## config.mk

```make
export PLATFORM = sky130hd
export DESIGN_NAME = scrolling_text_console_writer_flat
export DESIGN_NICKNAME = d
export VERILOG_FILES = /design/src/hdl/stcw_pkg.sv /design/src/hdl/stcw_if.sv /design/src/hdl/stcw_ctrl.sv /design/src/hdl/stcw_dpath.sv /design/src/hdl/scrolling_text_console_writer.sv /design/src/flat_wrapper.sv
export SDC_FILE = /design/constraint.sdc
export NUM_CORES = 2
export LEC_CHECK = 0
export ABC_AREA = 1
export BUFFER_PORTS_ARGS = -buffer_cell sky130_fd_sc_hd__buf_4
export CAP_MARGIN = 20
export CORE_ASPECT_RATIO = 0.7
export CORE_MARGIN = 8
export CORE_UTILIZATION = 55
export DETAILED_ROUTE_END_ITERATION = 10
export PLACE_DENSITY = 0.7
export SKIP_LAST_GASP = 1
export SYNTH_ARGS = -nofsm -noshare
export SYNTH_HDL_FRONTEND = slang
export SYNTH_HIERARCHICAL = 1
export SYNTH_SLANG_ARGS = --single-unit
```

## constraint.sdc

```tcl
create_clock -name clock -period 29.4 [get_ports clock]
set_clock_uncertainty 0.15 [all_clocks]
set_input_delay 4.41 -clock clock [delete_from_list [all_inputs] [get_ports clock]]
set_output_delay 4.41 -clock clock [all_outputs]
set_load 0.01 [all_outputs]
```

## src/hdl/stcw_pkg.sv

```systemverilog
// Shared constants, codes and controller/datapath types for the scrolling text console.
package stcw_pkg;

   // Geometry of the cell store
   localparam int MAX_WIDTH = 64;
   localparam int MAX_LINES = 8;
   localparam int TAB_STOP  = 8;

   localparam int COL_W    = $clog2(MAX_WIDTH);
   localparam int ROW_W    = $clog2(MAX_LINES);
   localparam int ADDR_W   = ROW_W + COL_W;
   localparam int TAB_W    = $clog2(TAB_STOP);

   // Field and register widths
   localparam int CHAR_W      = 8;
   localparam int CURSOR_W    = 7;
   localparam int LINES_W     = 4;
   localparam int READ_LINE_W = 3;
   localparam int READ_COL_W  = 6;
   localparam int CSR_INDEX_W = 1;
   localparam int CSR_DATA_W  = 7;

   // Register reset values
   localparam logic [CURSOR_W-1:0] LINE_WIDTH_RESET   = CURSOR_W'(64);
   localparam logic [LINES_W-1:0]  SCROLL_LINES_RESET = LINES_W'(8);

   // Register indexes
   localparam logic [CSR_INDEX_W-1:0] CSR_LINE_WIDTH   = 1'b0;
   localparam logic [CSR_INDEX_W-1:0] CSR_SCROLL_LINES = 1'b1;

   // Command codes
   localparam logic CMD_PUT  = 1'b0;
   localparam logic CMD_READ = 1'b1;

   // Character codes
   localparam logic [CHAR_W-1:0] CH_TAB   = 8'h08;
   localparam logic [CHAR_W-1:0] CH_LF    = 8'h0A;
   localparam logic [CHAR_W-1:0] CH_CR    = 8'h0D;
   localparam logic [CHAR_W-1:0] CH_SPACE = 8'h20;

   typedef enum logic [2:0] {
      CLS_TAB,
      CLS_LF,
      CLS_CR,
      CLS_SPACE,
      CLS_OTHER
   } char_class_type;

   typedef enum logic [2:0] {
      ST_IDLE,
      ST_DECODE,
      ST_CHECK,
      ST_SWEEP,
      ST_WRITE,
      ST_TAB,
      ST_RESULT
   } state_type;

   // Controller to datapath
   typedef struct packed {
      logic req_ready;
      logic load_item;
      logic mem_read;
      logic do_lf;
      logic scroll;
      logic sweep_start;
      logic sweep_step;
      logic put_char;
      logic tab_step;
      logic load_rsp;
   } cmd_type;

   // Datapath to controller
   typedef struct packed {
      logic           is_read;
      char_class_type char_class;
      logic           need_scroll;
      logic           cell_in_line;
      logic           row_valid;
      logic           sweep_last;
      logic           tab_last;
      logic           rsp_free;
   } status_type;

endpackage

```

## src/hdl/stcw_if.sv

```systemverilog
// Request and response channel interfaces of the scrolling text console.
interface stcw_req_if;
   logic                                  valid;
   logic                                  ready;
   logic                                  command;
   logic [stcw_pkg::CHAR_W-1:0]           char_code;
   logic [stcw_pkg::READ_LINE_W-1:0]      read_line;
   logic [stcw_pkg::READ_COL_W-1:0]       read_column;

   modport source (output valid, command, char_code, read_line, read_column, input ready);
   modport sink   (input valid, command, char_code, read_line, read_column, output ready);
endinterface

interface stcw_rsp_if;
   logic                                  valid;
   logic                                  ready;
   logic [stcw_pkg::CHAR_W-1:0]           cell_char;
   logic [stcw_pkg::CURSOR_W-1:0]         cursor_column;
   logic                                  newline_pending;

   modport source (output valid, cell_char, cursor_column, newline_pending, input ready);
   modport sink   (input valid, cell_char, cursor_column, newline_pending, output ready);
endinterface

```

## src/hdl/stcw_ctrl.sv

```systemverilog
// Sequencer of the scrolling text console: decodes an item and steps the datapath.
module stcw_ctrl (
   input  logic                   clock,
   input  logic                   reset,
   input  logic                   req_valid,
   input  stcw_pkg::status_type   status,
   output stcw_pkg::cmd_type      cmd
);

   stcw_pkg::state_type state_ff;
   stcw_pkg::state_type state_in;

   // State register
   always_ff @(posedge clock) begin
      if (reset) begin
         state_ff <= stcw_pkg::ST_IDLE;
      end else begin
         state_ff <= state_in;
      end
   end

   // Next state and commands
   always_comb begin
      cmd      = '0;
      state_in = state_ff;
      case (state_ff)
         stcw_pkg::ST_IDLE: begin
            cmd.req_ready = 1'b1;
            if (req_valid) begin
               cmd.load_item = 1'b1;
               state_in      = stcw_pkg::ST_DECODE;
            end
         end
         stcw_pkg::ST_DECODE: begin
            if (status.is_read) begin
               cmd.mem_read = 1'b1;
               state_in     = stcw_pkg::ST_RESULT;
            end else if (status.char_class == stcw_pkg::CLS_CR) begin
               state_in = stcw_pkg::ST_RESULT;
            end else if (status.char_class == stcw_pkg::CLS_LF) begin
               cmd.do_lf = 1'b1;
               state_in  = stcw_pkg::ST_RESULT;
            end else begin
               cmd.scroll = status.need_scroll;
               state_in   = stcw_pkg::ST_CHECK;
            end
         end
         stcw_pkg::ST_CHECK: begin
            // a row emptied by a scroll is zeroed before its first write
            if (status.cell_in_line && !status.row_valid) begin
               cmd.sweep_start = 1'b1;
               state_in        = stcw_pkg::ST_SWEEP;
            end else if (status.char_class == stcw_pkg::CLS_TAB) begin
               state_in = stcw_pkg::ST_TAB;
            end else begin
               state_in = stcw_pkg::ST_WRITE;
            end
         end
         stcw_pkg::ST_SWEEP: begin
            cmd.sweep_step = 1'b1;
            if (status.sweep_last) begin
               state_in = (status.char_class == stcw_pkg::CLS_TAB) ?
                          stcw_pkg::ST_TAB : stcw_pkg::ST_WRITE;
            end
         end
         stcw_pkg::ST_WRITE: begin
            cmd.put_char = 1'b1;
            state_in     = stcw_pkg::ST_RESULT;
         end
         stcw_pkg::ST_TAB: begin
            cmd.tab_step = 1'b1;
            if (status.tab_last) begin
               state_in = stcw_pkg::ST_RESULT;
            end
         end
         stcw_pkg::ST_RESULT: begin
            if (status.rsp_free) begin
               cmd.load_rsp = 1'b1;
               state_in     = stcw_pkg::ST_IDLE;
            end
         end
         default: begin
            state_in = stcw_pkg::ST_IDLE;
         end
      endcase
   end

endmodule

```

## src/hdl/stcw_dpath.sv

```systemverilog
// Datapath of the scrolling text console: registers, cursor, line ring and cell memory.
module stcw_dpath (
   input  logic                                  clock,
   input  logic                                  reset,
   input  stcw_pkg::cmd_type                     cmd,
   output stcw_pkg::status_type                  status,
   input  logic                                  csr_wr_en,
   input  logic [stcw_pkg::CSR_INDEX_W-1:0]      csr_index,
   input  logic [stcw_pkg::CSR_DATA_W-1:0]       csr_wr_data,
   input  logic                                  item_command,
   input  logic [stcw_pkg::CHAR_W-1:0]           item_char_code,
   input  logic [stcw_pkg::READ_LINE_W-1:0]      item_read_line,
   input  logic [stcw_pkg::READ_COL_W-1:0]       item_read_column,
   input  logic                                  rsp_ready,
   output logic                                  rsp_valid,
   output logic [stcw_pkg::CHAR_W-1:0]           rsp_cell_char,
   output logic [stcw_pkg::CURSOR_W-1:0]         rsp_cursor_column,
   output logic                                  rsp_newline_pending
);

   localparam int DEPTH = stcw_pkg::MAX_WIDTH * stcw_pkg::MAX_LINES;

   // Control state
   logic [stcw_pkg::CURSOR_W-1:0]   line_width_ff, line_width_in;
   logic [stcw_pkg::LINES_W-1:0]    scroll_lines_ff, scroll_lines_in;
   logic [stcw_pkg::ROW_W-1:0]      top_ff, top_in;
   logic [stcw_pkg::CURSOR_W-1:0]   cursor_ff, cursor_in;
   logic                            pending_ff, pending_in;
   logic [stcw_pkg::MAX_LINES-1:0]  row_valid_ff, row_valid_in;
   logic [stcw_pkg::COL_W-1:0]      sweep_cnt_ff, sweep_cnt_in;
   logic                            rsp_valid_ff, rsp_valid_in;

   // Item and result payload
   logic                                  command_ff;
   logic [stcw_pkg::CHAR_W-1:0]           char_ff;
   logic [stcw_pkg::READ_LINE_W-1:0]      read_line_ff;
   logic [stcw_pkg::READ_COL_W-1:0]       read_column_ff;
   logic                                  read_hit_ff;
   logic [stcw_pkg::CHAR_W-1:0]           rdata_ff;
   logic [stcw_pkg::CHAR_W-1:0]           cell_char_ff;
   logic [stcw_pkg::CURSOR_W-1:0]         cursor_column_ff;
   logic                                  newline_pending_ff;

   logic [stcw_pkg::CHAR_W-1:0] mem [DEPTH];

   logic [stcw_pkg::CURSOR_W-1:0] width_eff;
   logic [stcw_pkg::LINES_W-1:0]  lines_eff;
   logic [stcw_pkg::ROW_W-1:0]    cur_row;
   logic [stcw_pkg::ROW_W-1:0]    top_scrolled;
   logic [stcw_pkg::LINES_W-1:0]  top_plus_one;
   logic [stcw_pkg::LINES_W-1:0]  read_sum;
   logic [stcw_pkg::ROW_W-1:0]    read_row;
   logic                          read_hit;
   logic [stcw_pkg::CURSOR_W-1:0] cursor_inc;
   logic [stcw_pkg::CURSOR_W-1:0] cursor_adv;
   logic [stcw_pkg::CURSOR_W-1:0] cursor_clamped;
   logic                          cell_in_line;
   logic                          mem_we;
   logic [stcw_pkg::ADDR_W-1:0]   mem_waddr;
   logic [stcw_pkg::CHAR_W-1:0]   mem_wdata;
   logic [stcw_pkg::ADDR_W-1:0]   mem_raddr;
   stcw_pkg::char_class_type      char_class;

   // Effective line width and region height
   always_comb begin
      if (line_width_ff == '0) begin
         width_eff = stcw_pkg::CURSOR_W'(1);
      end else if (line_width_ff > stcw_pkg::CURSOR_W'(stcw_pkg::MAX_WIDTH)) begin
         width_eff = stcw_pkg::CURSOR_W'(stcw_pkg::MAX_WIDTH);
      end else begin
         width_eff = line_width_ff;
      end
      if (scroll_lines_ff == '0) begin
         lines_eff = stcw_pkg::LINES_W'(1);
      end else if (scroll_lines_ff > stcw_pkg::LINES_W'(stcw_pkg::MAX_LINES)) begin
         lines_eff = stcw_pkg::LINES_W'(stcw_pkg::MAX_LINES);
      end else begin
         lines_eff = scroll_lines_ff;
      end
   end

   // Ring arithmetic: current line sits just above the oldest one
   always_comb begin
      cur_row      = (top_ff == '0) ? stcw_pkg::ROW_W'(lines_eff - 1'b1) : top_ff - 1'b1;
      top_plus_one = {1'b0, top_ff} + 1'b1;
      top_scrolled = (top_plus_one == lines_eff) ? '0 : top_plus_one[stcw_pkg::ROW_W-1:0];
      read_sum     = {1'b0, top_ff} + {1'b0, read_line_ff};
      read_row     = (read_sum >= lines_eff) ? stcw_pkg::ROW_W'(read_sum - lines_eff)
                                             : read_sum[stcw_pkg::ROW_W-1:0];
      read_hit     = ({1'b0, read_line_ff} < lines_eff) &&
                     ({1'b0, read_column_ff} < width_eff) &&
                     row_valid_ff[read_row];
   end

   // Cursor arithmetic
   always_comb begin
      cursor_inc     = cursor_ff + 1'b1;
      cursor_adv     = (cursor_inc > width_eff) ? width_eff : cursor_inc;
      cursor_clamped = (cursor_ff > width_eff) ? width_eff : cursor_ff;
      cell_in_line   = (cursor_ff < width_eff);
   end

   // Character classes
   always_comb begin
      case (char_ff)
         stcw_pkg::CH_TAB:   char_class = stcw_pkg::CLS_TAB;
         stcw_pkg::CH_LF:    char_class = stcw_pkg::CLS_LF;
         stcw_pkg::CH_CR:    char_class = stcw_pkg::CLS_CR;
         stcw_pkg::CH_SPACE: char_class = stcw_pkg::CLS_SPACE;
         default:            char_class = stcw_pkg::CLS_OTHER;
      endcase
   end

   // Status to the sequencer
   always_comb begin
      status.is_read      = (command_ff == stcw_pkg::CMD_READ);
      status.char_class   = char_class;
      status.need_scroll  = pending_ff ||
                            ((char_class == stcw_pkg::CLS_OTHER) && !cell_in_line);
      status.cell_in_line = cell_in_line;
      status.row_valid    = row_valid_ff[cur_row];
      status.sweep_last   = (sweep_cnt_ff == stcw_pkg::COL_W'(stcw_pkg::MAX_WIDTH - 1));
      status.tab_last     = &cursor_ff[stcw_pkg::TAB_W-1:0];
      status.rsp_free     = !rsp_valid_ff || rsp_ready;
   end

   // Next values of the control state
   always_comb begin
      line_width_in   = line_width_ff;
      scroll_lines_in = scroll_lines_ff;
      top_in          = top_ff;
      cursor_in       = cursor_ff;
      pending_in      = pending_ff;
      row_valid_in    = row_valid_ff;
      sweep_cnt_in    = sweep_cnt_ff;
      if (csr_wr_en) begin
         if (csr_index == stcw_pkg::CSR_LINE_WIDTH) begin
            line_width_in = csr_wr_data[stcw_pkg::CURSOR_W-1:0];
         end else begin
            scroll_lines_in = csr_wr_data[stcw_pkg::LINES_W-1:0];
         end
         // a new setup empties the console
         top_in       = '0;
         cursor_in    = '0;
         pending_in   = 1'b0;
         row_valid_in = '0;
      end else begin
         // scroll: oldest row is dropped and becomes the new current row
         if (cmd.scroll || (cmd.do_lf && pending_ff)) begin
            row_valid_in[top_ff] = 1'b0;
            top_in               = top_scrolled;
            cursor_in            = '0;
            pending_in           = 1'b0;
         end
         if (cmd.do_lf) begin
            pending_in = 1'b1;
         end
         if (cmd.sweep_start) begin
            sweep_cnt_in = '0;
         end
         if (cmd.sweep_step) begin
            sweep_cnt_in = sweep_cnt_ff + 1'b1;
            if (status.sweep_last) begin
               row_valid_in[cur_row] = 1'b1;
            end
         end
         if (cmd.put_char) begin
            cursor_in = cursor_adv;
         end
         if (cmd.tab_step) begin
            cursor_in = status.tab_last ? cursor_adv : cursor_inc;
         end
      end
      if (cmd.load_rsp) begin
         rsp_valid_in = 1'b1;
      end else if (rsp_ready) begin
         rsp_valid_in = 1'b0;
      end else begin
         rsp_valid_in = rsp_valid_ff;
      end
   end

   always_ff @(posedge clock) begin
      if (reset) begin
         line_width_ff   <= stcw_pkg::LINE_WIDTH_RESET;
         scroll_lines_ff <= stcw_pkg::SCROLL_LINES_RESET;
         top_ff          <= '0;
         cursor_ff       <= '0;
         pending_ff      <= 1'b0;
         row_valid_ff    <= '0;
         sweep_cnt_ff    <= '0;
         rsp_valid_ff    <= 1'b0;
      end else begin
         line_width_ff   <= line_width_in;
         scroll_lines_ff <= scroll_lines_in;
         top_ff          <= top_in;
         cursor_ff       <= cursor_in;
         pending_ff      <= pending_in;
         row_valid_ff    <= row_valid_in;
         sweep_cnt_ff    <= sweep_cnt_in;
         rsp_valid_ff    <= rsp_valid_in;
      end
   end

   // Item capture and result register
   always_ff @(posedge clock) begin
      if (cmd.load_item) begin
         command_ff     <= item_command;
         char_ff        <= item_char_code;
         read_line_ff   <= item_read_line;
         read_column_ff <= item_read_column;
      end
      if (cmd.mem_read) begin
         read_hit_ff <= read_hit;
      end
      if (cmd.load_rsp) begin
         cell_char_ff       <= ((command_ff == stcw_pkg::CMD_READ) && read_hit_ff) ?
                               rdata_ff : '0;
         cursor_column_ff   <= cursor_clamped;
         newline_pending_ff <= pending_ff;
      end
   end

   // Memory port select: row sweep or a cell write at the cursor
   always_comb begin
      mem_we    = 1'b0;
      mem_waddr = {cur_row, cursor_ff[stcw_pkg::COL_W-1:0]};
      mem_wdata = char_ff;
      if (cmd.sweep_step) begin
         mem_we    = 1'b1;
         mem_waddr = {cur_row, sweep_cnt_ff};
         mem_wdata = '0;
      end else if ((cmd.put_char || cmd.tab_step) && cell_in_line) begin
         mem_we    = 1'b1;
         mem_wdata = cmd.tab_step ? stcw_pkg::CH_SPACE : char_ff;
      end
      mem_raddr = {read_row, stcw_pkg::COL_W'(read_column_ff)};
   end

   // Cell memory
   always_ff @(posedge clock) begin
      if (mem_we) begin
         mem[mem_waddr] <= mem_wdata;
      end
      if (cmd.mem_read) begin
         rdata_ff <= mem[mem_raddr];
      end
   end

   assign rsp_valid           = rsp_valid_ff;
   assign rsp_cell_char       = cell_char_ff;
   assign rsp_cursor_column   = cursor_column_ff;
   assign rsp_newline_pending = newline_pending_ff;

endmodule

```

## src/hdl/scrolling_text_console_writer.sv

```systemverilog
// Top level of the scrolling text console: sequencer, datapath and checks.
//
// Usage: an item on req either puts one character (command 0) or reads one
// cell (command 1, read_line 0 is the oldest line). Every item yields one
// item on rsp with the cell read (0 on put or outside the region), the
// cursor column and the pending line feed flag.
// Timing: one item at a time. A read, CR or LF passes DECODE and RESULT, a
// printable character or space DECODE, CHECK, WRITE and RESULT, and a tab
// DECODE, CHECK, a TAB step per column (1 to 8 steps up to the next tab stop)
// and RESULT. Before the first write into a line emptied by a scroll, SWEEP
// zeroes that line one cell a cycle through the single memory write port.
// req is taken again in the cycle after the result is loaded.
// Reset and csr writes restore the default registers (on reset) and empty
// the console at once through per-line valid bits, with no clearing pass.
// Stall: a finished result waits in the output register until rsp.ready;
// the next item can be taken meanwhile, its result waiting for the slot.
module scrolling_text_console_writer (
   input  logic                              clock,
   input  logic                              reset,
   stcw_req_if.sink                          req,
   stcw_rsp_if.source                        rsp,
   input  logic                              csr_wr_en,
   input  logic [stcw_pkg::CSR_INDEX_W-1:0]  csr_index,
   input  logic [stcw_pkg::CSR_DATA_W-1:0]   csr_wr_data
);

   stcw_pkg::cmd_type    ctrl_cmd;
   stcw_pkg::status_type dp_status;

   stcw_ctrl u_ctrl (
      .clock     (clock),
      .reset     (reset),
      .req_valid (req.valid),
      .status    (dp_status),
      .cmd       (ctrl_cmd)
   );

   stcw_dpath u_dpath (
      .clock               (clock),
      .reset               (reset),
      .cmd                 (ctrl_cmd),
      .status              (dp_status),
      .csr_wr_en           (csr_wr_en),
      .csr_index           (csr_index),
      .csr_wr_data         (csr_wr_data),
      .item_command        (req.command),
      .item_char_code      (req.char_code),
      .item_read_line      (req.read_line),
      .item_read_column    (req.read_column),
      .rsp_ready           (rsp.ready),
      .rsp_valid           (rsp.valid),
      .rsp_cell_char       (rsp.cell_char),
      .rsp_cursor_column   (rsp.cursor_column),
      .rsp_newline_pending (rsp.newline_pending)
   );

   assign req.ready = ctrl_cmd.req_ready;

   // One item in flight: after an accept the sequencer is busy
   a_single_item: assert property (@(posedge clock) disable iff (reset)
      (req.valid && req.ready) |=> !req.ready)
      else $error("item accepted while another is in progress");

   // The result register is only loaded when it is free
   a_no_overwrite: assert property (@(posedge clock) disable iff (reset)
      ctrl_cmd.load_rsp |-> (!rsp.valid || rsp.ready))
      else $error("pending result overwritten");

   // Reported cursor never exceeds the widest line
   a_cursor_range: assert property (@(posedge clock) disable iff (reset)
      rsp.valid |-> (rsp.cursor_column <= stcw_pkg::CURSOR_W'(stcw_pkg::MAX_WIDTH)))
      else $error("cursor column out of range");

endmodule
```

## src/flat_wrapper.sv

```systemverilog
// flat-port wrapper written by rule: the top's interface ports become plain ports
module scrolling_text_console_writer_flat 
  (clock, reset, csr_wr_en, csr_index, csr_wr_data, req_valid, req_command, req_char_code, req_read_line, req_read_column, req_ready, rsp_valid, rsp_cell_char, rsp_cursor_column, rsp_newline_pending, rsp_ready);
  stcw_req_if req_i ();
  stcw_rsp_if rsp_i ();
  input  logic clock;
  input  logic reset;
  input  logic csr_wr_en;
  input  logic [stcw_pkg::CSR_INDEX_W-1:0] csr_index;
  input  logic [stcw_pkg::CSR_DATA_W-1:0] csr_wr_data;
  input wire logic [$bits(req_i.valid)-1:0] req_valid;
  input wire logic [$bits(req_i.command)-1:0] req_command;
  input wire logic [$bits(req_i.char_code)-1:0] req_char_code;
  input wire logic [$bits(req_i.read_line)-1:0] req_read_line;
  input wire logic [$bits(req_i.read_column)-1:0] req_read_column;
  output wire logic [$bits(req_i.ready)-1:0] req_ready;
  output wire logic [$bits(rsp_i.valid)-1:0] rsp_valid;
  output wire logic [$bits(rsp_i.cell_char)-1:0] rsp_cell_char;
  output wire logic [$bits(rsp_i.cursor_column)-1:0] rsp_cursor_column;
  output wire logic [$bits(rsp_i.newline_pending)-1:0] rsp_newline_pending;
  input wire logic [$bits(rsp_i.ready)-1:0] rsp_ready;
  assign req_i.valid = req_valid;
  assign req_i.command = req_command;
  assign req_i.char_code = req_char_code;
  assign req_i.read_line = req_read_line;
  assign req_i.read_column = req_read_column;
  assign req_ready = req_i.ready;
  assign rsp_valid = rsp_i.valid;
  assign rsp_cell_char = rsp_i.cell_char;
  assign rsp_cursor_column = rsp_i.cursor_column;
  assign rsp_newline_pending = rsp_i.newline_pending;
  assign rsp_i.ready = rsp_ready;
  scrolling_text_console_writer u_core (.clock(clock), .reset(reset), .req(req_i), .rsp(rsp_i), .csr_wr_en(csr_wr_en), .csr_index(csr_index), .csr_wr_data(csr_wr_data));
endmodule
```

==> impl_summary.log <==
INFO  metric power_per_cell_area = 84.6 mW/mm²
INFO  metric fp.dieH = ~480 µm
INFO  metric clock_tree_from_tritoncts = built
INFO  metric cts_root_buf = sky130_fd_sc_hd__clkbuf_16
INFO  metric fmax = 0.152 GHz
INFO  metric yosysTopAreaCell = sky130_fd_sc_hd__edfxtp_1
INFO  metric grt_pass1_wl = between 700 and 800 mm
INFO  metric coreArea = 0.310 mm²
INFO  metric clock_latency_late_sink = roughly 950 ps
INFO  metric rows = approximately 170
INFO  metric path_common_cell = sky130_fd_sc_hd__nand3_1
INFO  metric path_buf_inv = 5
INFO  metric tritoncts.num_buffers = 383
INFO  metric clkSinkCount = 4179
INFO  metric ctsLongestPathBuffers = 4
INFO  metric path_cells = buf_4, buf_4, buf_12, buf_4, buf_4, nand2_1, nand3_1, nand3_1, nand3_1, nand3_1, nand3_1, nand3_1, nand3_1, nand3_1, nand2_1
INFO  metric criticalPathCategory = flop to flop
INFO  metric worstSetupEndpointType = flop
INFO  metric r2r-start = u_core/u_dpath/read_column_ff[0]
INFO  metric worst-path-stages = 15
INFO  metric drt_first_iter_violations = ~18000
INFO  metric synth.net_count = 14537
INFO  metric outcome = finished clean
INFO  metric worst_setup_hold_path_clk_slew = 60 ps
INFO  metric grt_remaining_overflow = 0
INFO  metric drt_wl_total = 478 mm
INFO  metric postSynthRegisterBits = ~4200
INFO  metric netlist_top_cells_area = sky130_fd_sc_hd__edfxtp_1, sky130_fd_sc_hd__nand3_1, sky130_fd_sc_hd__nand2_1
INFO  metric timing.critical_path.max_delay_family = buffers and inverters
INFO  metric drt.antenna.violating_nets = 0
INFO  metric async_reset_ff_share = 0%
INFO  metric synth.most_common_cell = sky130_fd_sc_hd__nand2_1
INFO  metric min_path_type = flop to flop
INFO  metric number_of_vias_per_cell = 6.18
INFO  metric number_of_cells_on_the_worst_hold_path = 2
INFO  metric routed_wire_length_per_instance = between 20 and 30 µm
INFO  metric ctsHoldBuffers = 0
INFO  metric drt_first_pass_iters = 6
INFO  metric grt_setup_unrepaired = false
INFO  metric postLayoutCellArea = 0.186 mm²
INFO  metric yosys_warnings = 6
INFO  metric yosysUniqueCellTypes = 55
INFO  metric layout.cells.non_filler = ~19000
INFO  metric dp_cells = between 15000 and 20000
INFO  metric die_area = between 0.3 and 0.4 mm²
INFO  metric hpwlAfterDp = ~270 mm
INFO  metric post_synth_inst_count = ~14000
INFO  metric vias = roughly 110k
INFO  metric worstSetupStartpoint = u_core/u_dpath/read_column_ff[0]
INFO  metric worst-endpoint-required = about 30000 ps
INFO  metric drc_viols = 0
INFO  metric synth_top_area_share = 72.6%
INFO  metric floorplan.initialDensity = 55.2%
INFO  metric cap_viol_max_count = 0
INFO  metric final_core_util = 60.0%
INFO  metric synthFlopType = sky130_fd_sc_hd__edfxtp_1
INFO  metric vias_in_the_first_global_route = 104235
INFO  metric place.gp.congestion = 0.885
INFO  metric critical-path-slowest-cell = sky130_fd_sc_hd__buf_4
INFO  metric final_net_count = 14155
INFO  metric timing.max_slew.rel_slack = 15.1%
INFO  metric post-layout-total-power = 0.0157 W
INFO  metric worstHoldStart = u_core/u_dpath/row_valid_ff[7]
INFO  metric post_synth_instance_area = ~0.17 mm²
INFO  metric ys_seq_area_share = 73.1%
INFO  metric min_period_over_period = 22.3%
INFO  metric grt_antenna_before_repair = 14
INFO  metric flow.area_growth_from_synthesis = 8.68%
INFO  metric post_synth_most_frequent_cells = sky130_fd_sc_hd__nand2_1, sky130_fd_sc_hd__edfxtp_1, sky130_fd_sc_hd__nand3_1
INFO  metric grt_start_max_net_pins = 208
INFO  metric pin_count = 49
INFO  metric crit_path_max_incr_delay = 890 ps
INFO  metric die_w = 683 µm
INFO  metric final-max-slew-violation-count = 0
INFO  metric reg2reg_depth = 15
INFO  metric postCtsSetupBuffers = 0
INFO  metric crit_arrival = 7170 ps
INFO  metric final_layout_size_suffix_gt1_share = 6.32%
INFO  metric input_output_buffers = 48
INFO  metric hold_violations = 0
INFO  metric leakage = ~64 nW
INFO  metric syn-mean-instance-area = 11.8 µm²
INFO  metric final.min_clock_period = 6570 ps
INFO  metric cts_htree_levels = 5
INFO  metric timing.critical_path.from_type = flop
INFO  metric setup_violations_final = 0
INFO  metric global_route.usage.total = 28.3%
INFO  metric tightest_slew = about 1300 ps
INFO  metric totalNegativeSetupSlack = 0 ps
INFO  metric synth_enable_flop_cells = 4139
INFO  metric cts_resized = 0
INFO  metric worstPathMaxFanout = 187
INFO  metric worst_ir_drop_on_vdd = 162 µV
INFO  metric postPlaceCellArea = 0.174 mm²
cells by family (layout without fill, tap and decap cells):
logic type | count (synthesis) | count (layout) | synth area share [%]
adders and majority gates | 36 | 36 | 0.272
and+or+nand+nor | 9016 | 9016 | 23.1
buffers and inverters | 1107 | 1029 | 3.07
DFF | 4179 | 4179 | 73.1
xor gates and xnor gates | 7 | 7 | 0.0468
other | 0 | 15 | 0
AOI/OAI and AO/OA | 125 | 125 | 0.449
metal layers:
metal / share of wire [%] / up-vias / wire, µm / track usage (%)
met4: 3.3 / 4 / 15900 / 8.73
li1: - / 50696 / - / -
met1: 41 / 55482 / 194000 / 43.4
met5: 0.0054 / - / 26 / 0.755
met3: 14 / 928 / 68400 / 7.87
met2: 42 / 7642 / 200000 / 39.1
area by class of cell:
cell class / count / area [µm²]
diodes: 15 / 37.5
clock buffers: 454 / 10000
clock inverters: 235 / 2190
fillers: 24039 / 124000
inverters: 112 / 522
multi-input cells: 9184 / 41000
flip-flops and latches: 4179 / 125000
well taps: 4152 / 5190
repair buffers: 228 / 2020
flip-flops by register name (all words and copies together) (netlist names), 3 cells and up:
| name | count |
|---|---|
| u_core/u_dpath/mem | 4096 |
| u_core/u_dpath/char_ff | 8 |
| u_core/u_dpath/rdata_ff | 8 |
| u_core/u_dpath/row_valid_ff | 8 |
| u_core/u_dpath/rsp_cell_char | 8 |
| u_core/u_dpath/cursor_ff | 7 |
| u_core/u_dpath/line_width_ff | 7 |
| u_core/u_dpath/rsp_cursor_column | 7 |
| u_core/u_dpath/read_column_ff | 6 |
| u_core/u_dpath/sweep_cnt_ff | 6 |
| u_core/u_dpath/scroll_lines_ff | 4 |
| u_core/u_ctrl/state_ff | 3 |
| u_core/u_dpath/read_line_ff | 3 |
| u_core/u_dpath/top_ff | 3 |
report_power, final:
group / internal, W / total (W) / leakage (nW) / switching (W)
logic: 0.000727 / 0.00359 / 20.7 / 0.00286
registers: 0.00718 / 0.00721 / 37.6 / 0.0000325
clock network: 0.00276 / 0.00494 / 5.95 / 0.00218
per-stage QoR:
stage                     setup WS, ps  hold WS [ps]
final                            22830           334
after global routing             22510           344
after CTS                        22770           332
after detailed placement         23080           321
after global placement           23170           318
after floorplan                  11230           276
cells in the final DEF, fill, tap and decap left out, types with 11 or more instances in the layout:
cell type                    synthesis  layout
sky130_fd_sc_hd__buf_4              42     204
sky130_fd_sc_hd__inv_1              87      78
sky130_fd_sc_hd__nand3_1          4104    4104
sky130_fd_sc_hd__dfxtp_1            40      40
sky130_fd_sc_hd__clkinvlp_4          0      13
sky130_fd_sc_hd__a21oi_1            39      38
sky130_fd_sc_hd__clkinv_2            1      72
sky130_fd_sc_hd__clkbuf_1          194      64
sky130_fd_sc_hd__nor2_1            555     555
sky130_fd_sc_hd__nor2_2             45      45
sky130_fd_sc_hd__clkbuf_16           0     390
sky130_fd_sc_hd__nor3_1             12      11
sky130_fd_sc_hd__clkinv_1            4      99
sky130_fd_sc_hd__bufinv_16           0      37
sky130_fd_sc_hd__ha_1               34      34
sky130_fd_sc_hd__edfxtp_1         4139    4139
sky130_fd_sc_hd__inv_2              18      15
sky130_fd_sc_hd__buf_12              1      23
sky130_fd_sc_hd__diode_2             0      15
sky130_fd_sc_hd__o21ai_0            43      43
sky130_fd_sc_hd__nand2_4            22      38
sky130_fd_sc_hd__nand2_1          4241    4224
worst paths after layout:
kind | end | slack (ps)
min | u_core/u_dpath/row_valid_ff[7] | 330
max reg2reg | u_core/u_dpath/rdata_ff[0] | 22830
max | u_core/u_dpath/rdata_ff[0] | 22830
min reg2reg | u_core/u_dpath/row_valid_ff[7] | 330
worst min-delay path, cell delays in order, from the launching register on:
cell and delay (ps):
sky130_fd_sc_hd__dfxtp_1 310, sky130_fd_sc_hd__o21ai_0 70, sky130_fd_sc_hd__a21oi_1 60
No activity file was read; power rests on OpenSTA's default activity.
